==> src/hdl/smpq_pkg.sv <==
`default_nettype none

package smpq_pkg;

  // Operation codes carried in the input tuser.
  localparam logic [1:0] OP_INSERT = 2'd0;
  localparam logic [1:0] OP_REMOVE = 2'd1;
  localparam logic [1:0] OP_CLEAR  = 2'd2;

  // Result status codes.
  localparam logic [1:0] ST_OK    = 2'd0;
  localparam logic [1:0] ST_EMPTY = 2'd1;
  localparam logic [1:0] ST_FULL  = 2'd2;

  // Fixed field widths of the stream payloads.
  localparam int unsigned FieldKeyW   = 32;
  localparam int unsigned FieldCountW = 5;
  localparam int unsigned InDataW     = 32;
  localparam int unsigned InUserW     = 2;
  localparam int unsigned OutDataW    = 72;
  localparam int unsigned OutUserW    = 3;

  // Control broadcast from the sequencer to every cell of the row.
  typedef struct packed {
    logic ins;         // shift-insert the new key this cycle
    logic signed_cmp;  // compare keys as two's complement
  } smpq_ctrl_t;

endpackage

`default_nettype wire

==> src/hdl/smpq_cell.sv <==
`default_nettype none

module smpq_cell
  import smpq_pkg::*;
#(
  parameter int unsigned KEY_WIDTH = 32
) (
  input  wire logic                 clk_i,
  input  wire smpq_ctrl_t           ctrl_i,
  input  wire logic [KEY_WIDTH-1:0] key_new_i,
  input  wire logic                 slot_valid_i,
  input  wire logic                 all_lt_i,
  input  wire logic [KEY_WIDTH-1:0] left_key_i,
  output logic                      all_lt_o,
  output logic [KEY_WIDTH-1:0]      key_o
);

  localparam logic [KEY_WIDTH-1:0] SignBit = KEY_WIDTH'(1) << (KEY_WIDTH - 1);

  logic [KEY_WIDTH-1:0] key_q;
  logic [KEY_WIDTH-1:0] flip;
  logic                 my_lt;

  // Flipping the sign bit turns a signed compare into an unsigned one.
  assign flip     = ctrl_i.signed_cmp ? SignBit : '0;
  assign my_lt    = slot_valid_i && ((key_q ^ flip) < (key_new_i ^ flip));
  assign all_lt_o = all_lt_i & my_lt;
  assign key_o    = key_q;

  always_ff @(posedge clk_i) begin
    if (ctrl_i.ins) begin
      if (!all_lt_i) begin
        key_q <= left_key_i;
      end else if (!my_lt) begin
        key_q <= key_new_i;
      end
    end
  end

endmodule

`default_nettype wire

==> src/hdl/sorted_max_priority_queue.sv <==
// An input transfer sets the busy flag, and an insert shifts the cell row. The
// result moves to the output register once that is free, with the new top key
// read from the registered row; no item is taken while a result is pending.
// Reset (rst_ni, asynchronous, active low) empties the queue, drops any pending
// result and selects unsigned compare. Key cells are not cleared.
`default_nettype none

module sorted_max_priority_queue
  import smpq_pkg::*;
#(
  parameter int unsigned CAPACITY  = 16,
  parameter int unsigned KEY_WIDTH = 32
) (
  input  wire logic                clk_i,
  input  wire logic                rst_ni,
  // Configuration write channel: bit 0 is signed_compare.
  input  wire logic                cfg_valid_i,
  output logic                     cfg_ready_o,
  input  wire logic                cfg_data_i,
  // Input stream.
  input  wire logic                s_axis_tvalid,
  output logic                     s_axis_tready,
  input  wire logic [InDataW-1:0]  s_axis_tdata,   // [31:0] new_key
  input  wire logic [InUserW-1:0]  s_axis_tuser,   // [1:0] operation
  // Result stream.
  output logic                     m_axis_tvalid,
  input  wire logic                m_axis_tready,
  // [31:0] removed_key, [63:32] max_key, [68:64] entry_count,
  // [69] queue_empty, [71:70] zero
  output logic [OutDataW-1:0]      m_axis_tdata,
  // [0] removed_valid, [2:1] status
  output logic [OutUserW-1:0]      m_axis_tuser
);

  localparam int unsigned CntW = $clog2(CAPACITY + 1);
  localparam int unsigned IdxW = $clog2(CAPACITY);

  // The queue is a row of cells in ascending order: cell 0 holds the
  // smallest key and cell count-1 the maximum. Each cell compares its key
  // against the incoming key, and a prefix-AND of "less than" ripples along
  // the row. The first cell where that chain breaks takes the new key and
  // every cell above it takes its lower neighbor's key, so an insert is one
  // shift of the whole row. A remove only lowers the count.

  logic                 signed_q;
  logic                 busy_q;
  logic [CntW-1:0]      count_q;
  logic [KEY_WIDTH-1:0] top_q;
  logic [KEY_WIDTH-1:0] pend_removed_q;
  logic                 pend_rvalid_q;
  logic [1:0]           pend_status_q;
  logic                 out_valid_q;
  logic [OutDataW-1:0]  out_data_q;
  logic [OutUserW-1:0]  out_user_q;

  logic                 accept;
  logic                 finish;
  logic [1:0]           op;
  logic [KEY_WIDTH-1:0] key_new;
  logic                 full;
  smpq_ctrl_t           ctrl;

  logic [KEY_WIDTH-1:0] cell_key [CAPACITY];
  logic [CAPACITY:0]    all_lt;
  logic [IdxW-1:0]      top_idx;
  logic [KEY_WIDTH-1:0] top_sel;
  logic [63:0]          top_wide;
  logic [63:0]          rem_wide;

  assign cfg_ready_o   = 1'b1;
  assign s_axis_tready = !busy_q;
  assign accept        = s_axis_tvalid && s_axis_tready;
  // The pending result moves to the output register once that is free.
  assign finish        = busy_q && (!out_valid_q || m_axis_tready);

  assign op      = s_axis_tuser;
  assign key_new = KEY_WIDTH'(s_axis_tdata);
  assign full    = (count_q == CntW'(CAPACITY));

  always_comb begin
    ctrl.signed_cmp = signed_q;
    ctrl.ins        = accept && (op == OP_INSERT) && !full;
  end

  assign all_lt[0] = 1'b1;

  for (genvar i = 0; i < CAPACITY; i++) begin : g_cell
    logic [KEY_WIDTH-1:0] left_key;
    if (i == 0) begin : g_first
      assign left_key = key_new;
    end else begin : g_rest
      assign left_key = cell_key[i-1];
    end

    smpq_cell #(
      .KEY_WIDTH (KEY_WIDTH)
    ) u_cell (
      .clk_i        (clk_i),
      .ctrl_i       (ctrl),
      .key_new_i    (key_new),
      .slot_valid_i (count_q > CntW'(i)),
      .all_lt_i     (all_lt[i]),
      .left_key_i   (left_key),
      .all_lt_o     (all_lt[i+1]),
      .key_o        (cell_key[i])
    );
  end

  // The top key after the shift is read from the registered row.
  assign top_idx  = IdxW'(count_q - CntW'(1));
  assign top_sel  = (count_q != '0) ? cell_key[top_idx] : '0;
  assign top_wide = 64'(top_sel);
  assign rem_wide = 64'(pend_removed_q);

  always_ff @(posedge clk_i or negedge rst_ni) begin
    if (!rst_ni) begin
      signed_q      <= 1'b0;
      busy_q        <= 1'b0;
      count_q       <= '0;
      pend_rvalid_q <= 1'b0;
      pend_status_q <= ST_OK;
      out_valid_q   <= 1'b0;
    end else begin
      if (cfg_valid_i && cfg_ready_o) begin
        signed_q <= cfg_data_i;
      end

      if (accept) begin
        busy_q        <= 1'b1;
        pend_rvalid_q <= 1'b0;
        pend_status_q <= ST_OK;
        case (op)
          OP_INSERT: begin
            if (full) begin
              pend_status_q <= ST_FULL;
            end else begin
              count_q <= count_q + CntW'(1);
            end
          end
          OP_REMOVE: begin
            if (count_q == '0) begin
              pend_status_q <= ST_EMPTY;
            end else begin
              count_q       <= count_q - CntW'(1);
              pend_rvalid_q <= 1'b1;
            end
          end
          OP_CLEAR: begin
            count_q <= '0;
          end
          default: begin
          end
        endcase
      end else if (finish) begin
        busy_q <= 1'b0;
      end

      if (finish) begin
        out_valid_q <= 1'b1;
      end else if (m_axis_tready) begin
        out_valid_q <= 1'b0;
      end
    end
  end

  // Payload registers.
  always_ff @(posedge clk_i) begin
    if (accept) begin
      pend_removed_q <= (op == OP_REMOVE && count_q != '0) ? top_q : '0;
    end
    if (finish) begin
      top_q      <= top_sel;
      out_data_q <= {2'b00, (count_q == '0), FieldCountW'(count_q),
                     top_wide[FieldKeyW-1:0], rem_wide[FieldKeyW-1:0]};
      out_user_q <= {pend_status_q, pend_rvalid_q};
    end
  end

  assign m_axis_tvalid = out_valid_q;
  assign m_axis_tdata  = out_data_q;
  assign m_axis_tuser  = out_user_q;

`ifndef SYNTHESIS
  a_count_range : assert property (@(posedge clk_i) disable iff (!rst_ni)
    count_q <= CntW'(CAPACITY))
    else $error("entry count above capacity");

  a_accept_busy : assert property (@(posedge clk_i) disable iff (!rst_ni)
    accept |=> busy_q)
    else $error("accepted item left no pending result");

  a_remove_count : assert property (@(posedge clk_i) disable iff (!rst_ni)
    (accept && op == OP_REMOVE && count_q != '0) |=>
      (count_q == $past(count_q) - CntW'(1)))
    else $error("remove did not lower the count by one");

  a_stall_hold : assert property (@(posedge clk_i) disable iff (!rst_ni)
    (busy_q && out_valid_q && !m_axis_tready) |=> busy_q)
    else $error("pending result lost while output stalled");
`endif

endmodule

`default_nettype wire

==> config.mk <==
export PLATFORM = sky130hd
export DESIGN_NAME = sorted_max_priority_queue
export DESIGN_NICKNAME = d
export VERILOG_FILES = /design/src/hdl/smpq_pkg.sv /design/src/hdl/smpq_cell.sv /design/src/hdl/sorted_max_priority_queue.sv
export SDC_FILE = /design/constraint.sdc
export NUM_CORES = 2
export LEC_CHECK = 0
export BUFFER_PORTS_ARGS = -buffer_cell sky130_fd_sc_hd__clkbuf_2
export CORE_ASPECT_RATIO = 0.8
export CORE_MARGIN = 5
export CORE_UTILIZATION = 70
export CTS_BUF_LIST = sky130_fd_sc_hd__clkbuf_8
export CTS_CLUSTER_DIAMETER = 50
export CTS_CLUSTER_SIZE = 24
export DETAILED_ROUTE_END_ITERATION = 7
export GPL_TIMING_DRIVEN = 0
export PLACE_DENSITY = 0.88
export SETUP_SLACK_MARGIN = 0.4
export SLEW_MARGIN = 15
export SYNTH_ARGS = -nofsm -noshare
export SYNTH_HDL_FRONTEND = slang
export SYNTH_HIERARCHICAL = 1
export SYNTH_SLANG_ARGS = --single-unit
==> constraint.sdc <==
create_clock -name clk_i -period 51 [get_ports clk_i]
set_input_delay 10.2 -clock clk_i [delete_from_list [all_inputs] [get_ports clk_i]]
set_output_delay 10.2 -clock clk_i [all_outputs]
set_load 0.01 [all_outputs]
After elaboration in Yosys (flattened, before gate mapping)
Cells that the tools add are included.
W data, S select, Z words.

storage, ports and cells
  flip-flop bits (word level) = 660
  input bits = 40
  output and inout bits = 78

operators by class
  add/subtract/negate cells = 2
  magnitude comparators = 33
  eq/ne operators = 20
  multiplexer cells = 47
  bitwise logic cells = 33
  reductions and logical operators = 48

operators by type and width
  cell                   count
  $mux W32               34
  $xor A32 B32 Y32       17
  $lt A32 B32 Y1         16
  $bmux W32 S4           1
  $gt A5 B4 Y1 const B   8
  $ne A2 B2 Y1 const B   17
  $reduce_and A2 Y1      16
  $logic_and A1 B1 Y1    21
  $gt A5 B3 Y1 const B   4
  $pmux W5 S3            1
  $and A1 B1 Y1          14
  $gt A5 B1 Y1 const B   2
  $gt A5 B2 Y1 const B   2
  $mux W5                2
  $mux W1                7
  $add A5 B1 Y5 const B  1
  $eq A5 B5 Y1 const B   1
  $ge A5 B5 Y1 const B   1
  $logic_not A5 Y1       1
  $not A4 Y5             1
  $reduce_bool A5 Y1     1
  $sub A5 B1 Y5 const B  1
  $pmux W2 S2            1
  $reduce_and A4 Y1      1
  9 further kinds        12

Logic depth before layout (Yosys ltp)
  word-level depth = 20
  mapped depth = 86
  depth with buffers taken out = 68

By module
The synthesis kept the hierarchy.

by module, submodules not included
  module                     instances  cells each  area an instance (um^2)  seq. area each (um^2)
  smpq_cell                  16         179         2147.1                   960.9
  sorted_max_priority_queue  1          534         8394.3                   3428.3

Least setup slack after synthesis
Ideal clock, no wire load.

  path kind = input to register
  start = input port s_axis_tdata[30]
  end = register g_cell[15].u_cell.key_q[0] (enable)
  setup time = 0.403 ns
  data arrival time = 26.595 ns
  data required time = 50.597 ns
  slack = 24.002 ns
  cell stages on the path = 82
  cells stage by stage = inv_1 -> ha_1 -> a21oi_1 -> nand2_1 -> a211o_1 -> or4_4 -> a21oi_1 -> buf_2 -> nand2_1 -> a211o_1 -> or4_4 -> a21oi_1 -> buf_2 -> nand2_1 -> a211o_1 -> or4_4 -> a21oi_1 -> buf_2 -> (+46 left out) -> a211o_1 -> or4_4 -> a21oi_1 -> buf_2 -> nand2_1 -> a211o_1 -> or4_4 -> a21oi_1 -> buf_2 -> nand2_1 -> a211o_1 -> or4_4 -> a21oi_1 -> buf_2 -> nand2_1 -> a211o_1 -> or4_4 -> a22o_1

on the way
  longest elaborated chain between the ends = 19
  elaborated cells on any way between the ends = 49
  those cells by class = order compare (16); eq/ne (1); bitwise (15); reduce/logical (17)

RTL lines
  what                         line                             text
  start, declared              sorted_max_priority_queue.sv:23  input wire logic [InDataW-1:0] s_axis_tdata,
  $xor A32 B32 Y32             smpq_cell.sv:26                  assign my_lt = slot_valid_i && ((key_q ^ flip) < (key_new_i ^ flip));
  $lt A32 B32 Y1               smpq_cell.sv:26
  $logic_and A1 B1 Y1          smpq_cell.sv:26
  named net all_lt[1]          sorted_max_priority_queue.sv:64  logic [CAPACITY:0] all_lt;
  $and A1 B1 Y1                smpq_cell.sv:27                  assign all_lt_o = all_lt_i & my_lt;
  named net all_lt[2]          sorted_max_priority_queue.sv:64
  $and A1 B1 Y1                smpq_cell.sv:27
  named net all_lt[3]          sorted_max_priority_queue.sv:64
  (+1 left out)                -
  named net all_lt[4]          sorted_max_priority_queue.sv:64
  (+1 left out)                -
  named net all_lt[5]          sorted_max_priority_queue.sv:64
  (+1 left out)                -
  named net all_lt[6]          sorted_max_priority_queue.sv:64
  (+1 left out)                -
  named net all_lt[7]          sorted_max_priority_queue.sv:64
  (+1 left out)                -
  named net all_lt[8]          sorted_max_priority_queue.sv:64
  (+1 left out)                -
  named net all_lt[9]          sorted_max_priority_queue.sv:64
  (+1 left out)                -
  named net all_lt[10]         sorted_max_priority_queue.sv:64
  (+1 left out)                -
  named net all_lt[11]         sorted_max_priority_queue.sv:64
  (+1 left out)                -
  named net all_lt[12]         sorted_max_priority_queue.sv:64
  $and A1 B1 Y1                smpq_cell.sv:27
  named net all_lt[13]         sorted_max_priority_queue.sv:64
  $and A1 B1 Y1                smpq_cell.sv:27
  named net all_lt[14]         sorted_max_priority_queue.sv:64
  $and A1 B1 Y1                smpq_cell.sv:27
  named net all_lt[15]         sorted_max_priority_queue.sv:64
  $ne A2 B2 Y1 (no line)       -
  $reduce_and A2 Y1 (no line)  -
  end signal, assigned         smpq_cell.sv:33                  key_q <= left_key_i;
  end signal, assigned         smpq_cell.sv:35                  key_q <= key_new_i;
  end, declared                smpq_cell.sv:20                  logic [KEY_WIDTH-1:0] key_q;

The timed path passes the listed nets, and every way through them passes these cells.
A chain may end at the register's enable or synchronous reset.

Worst setup path in the final report
  start = input port s_axis_tdata[31]
  end = register g_cell[15].u_cell.key_q[7] (enable)

Same word-level chain as after synthesis.

==> impl_metrics.env <==
export IMPL_status="completed"
export IMPL_ctsResizeCount=0
export IMPL_fmaxAchievable_mhz=33.95
export IMPL_finalNetCount=4118
export IMPL_routabilityCongestion=0.9711
export IMPL_rsz0062_at_grt="false"
export IMPL_crit_type="in -> reg"
export IMPL_cts_buffer_depth=3
export IMPL_yosysWarnings=6
export IMPL_holdPathStages=0
export IMPL_maxSlewHeadroom=0.1905
export IMPL_crit_path_start_kind="input pin"
export IMPL_drive_gt1_frac=0.2606
export IMPL_seqCellArea_sq_um=18800
export IMPL_grt_max_degree=49
export IMPL_ant_nets=0
export IMPL_core_region_area_sq_um=60810
export IMPL_cts_tree="built"
export IMPL_die_y_microns=231.0
export IMPL_drv_cap=0
export IMPL_cp_slowest_cell="a22o_2"
export IMPL_die_w_microns=286.3
export IMPL_netlist_area_sq_um=42740
export IMPL_crit_fanout=33
export IMPL_drtIter0Drc=3020
export IMPL_routed_wl_mm=102.7
export IMPL_post_route_util=0.7525
export IMPL_io_buffer_count=114
export IMPL_grt_pass1_vias=28490
export IMPL_fin_crit_ns=29.45
export IMPL_htree_levels=2
export IMPL_required_ns=51.35
export IMPL_antenna_found_initial=1
export IMPL_grt_pass1_wl_mm=157.7
export IMPL_hpwl_mm=81.59
export IMPL_crit_path_end_kind="flip-flop"
export IMPL_cp_arrival_ns=29.80
export IMPL_via_per_inst=6.582
export IMPL_hold_viol_final=0
export IMPL_wl_per_cell_microns=23.29
export IMPL_vias=29020
export IMPL_syn_to_final_growth_pct=7.058
export IMPL_tightest_slew_ns=1.202
export IMPL_first_pass_iters=6
export IMPL_post_cts_setup_buffers=0
export IMPL_numCtsBuffers=55
export IMPL_synthesis_instances=3397
export IMPL_grt_overflow_total=0
export IMPL_grt_usage=0.3037
export IMPL_hold_ws_ns=0.4307
export IMPL_clock_latency_ns=0.73
export IMPL_peakVddDrop_uv=26.68
export IMPL_io_pins=118
export IMPL_finalPower_mw=1.703
export IMPL_cts_hold_buf=0
export IMPL_dieArea_sq_um=66130
export IMPL_cts_clk_slew_worst_paths_ns=0.11
export IMPL_setup_viol=0
export IMPL_cts_sink_count=628
export IMPL_cellPowerDensity_nw_per_um2=37.21
export IMPL_postSynthAreaPerCell_sq_um=12.58
export IMPL_finalCritPeriodShare=0.5775
export IMPL_fillers=3858
export IMPL_p_leak_nw=18.94
export IMPL_multi_input_area_sq_um=21510
export IMPL_fin_setup_tns_ns=0
export IMPL_r2r_cells=86
export IMPL_slowest_delay_ns=0.56
export IMPL_root_buffer="clkbuf_8"
export IMPL_maxSlewViolCount=0
export IMPL_skew_ns=0.04391
export IMPL_hold_path_class="reg -> reg"
export IMPL_start_util=0.7029
export IMPL_drc=0
export IMPL_num_rows=81
## registers in the layout, summed over array words and instances, names as in the netlist
register             count
busy_q                   1
m_axis_tdata            39
m_axis_tvalid            1
g_cell.u_cell/key_o    512
pend_rvalid_q            1
signed_q                 1
count_q                  5
pend_status_q            2
m_axis_tuser             3
top_q                   31
pend_removed_q          32
## area by class of cell
cell class / count / area share
multi-input combinational: 2162 / 0.4701
sequential: 628 / 0.4109
tap: 788 / 0.02155
antenna: 2 / 0.0001094
inverter: 491 / 0.04028
clock buffer: 57 / 0.01714
buffer: 118 / 0.01373
timing repair buffer: 117 / 0.01411
clock inverter: 46 / 0.01209
## power breakdown
| part | switching, mW | internal (mW) |
|---|---|---|
| logic | 0.422 | 0.283 |
| registers | 0.0252 | 0.627 |
| clock network | 0.212 | 0.133 |
## layer usage
| layer | GRT usage | wire length [microns] |
|---|---|---|
| met1 | 0.4423 | 43150 |
| met2 | 0.4799 | 46610 |
| met3 | 0.04985 | 9763 |
| met4 | 0.08602 | 3161 |
| met5 | 0 | 0 |
## cells in the final DEF, fill, tap and decap left out, drive strengths merged, types with 18 or more instances in the layout
| cell | n |
|---|---|
| edfxtp | 617 |
| inv | 515 |
| mux2 | 514 |
| ha | 505 |
| clkbuf | 244 |
| a21oi | 182 |
| mux4 | 128 |
| nand2 | 115 |
| nand3 | 114 |
| mux2i | 64 |
| nand4 | 64 |
| o21ai | 53 |
| and2 | 50 |
| a21o | 48 |
| buf | 48 |
| o22ai | 34 |
| and4 | 32 |
| a2111oi | 32 |
| or4 | 32 |
| a211oi | 19 |
| nand2b | 18 |
## path summary, 6_finish.rpt
path                                     from                         end  slack, ns
max in group asynchronous              rst_ni                    signed_q      41.41
min reg2reg                pend_removed_q[31]            m_axis_tdata[31]       0.43
min                        pend_removed_q[31]            m_axis_tdata[31]       0.43
max                          s_axis_tdata[31]  g_cell[15].u_cell/key_o[7]      21.55
min in group asynchronous              rst_ni            pend_status_q[0]       9.35
max reg2reg                        count_q[0]  g_cell[15].u_cell/key_o[7]      30.16
## stage by stage
stage / std cells / setup WS (ns) / area (sq um)
floorplan: 3399 / 24.02 / 42750
global placement: 4301 / 21.14 / 44310
detailed placement: 4304 / 21.25 / 44420
CTS: 4407 / 21.86 / 45750
global route: 4407 / 20.86 / 45750
finish: 4409 / 21.55 / 45760
## worst max-delay path, delay by kind of cell
family | cells | cell delay (ns)
xor+xnor | 1 | 0.41
fa+ha+maj | 1 | 0.31
compound gates | 32 | 6.79
simple gates | 32 | 8.28
buf+inv | 16 | 3.72
No activity file was read; power rests on OpenSTA's default activity.
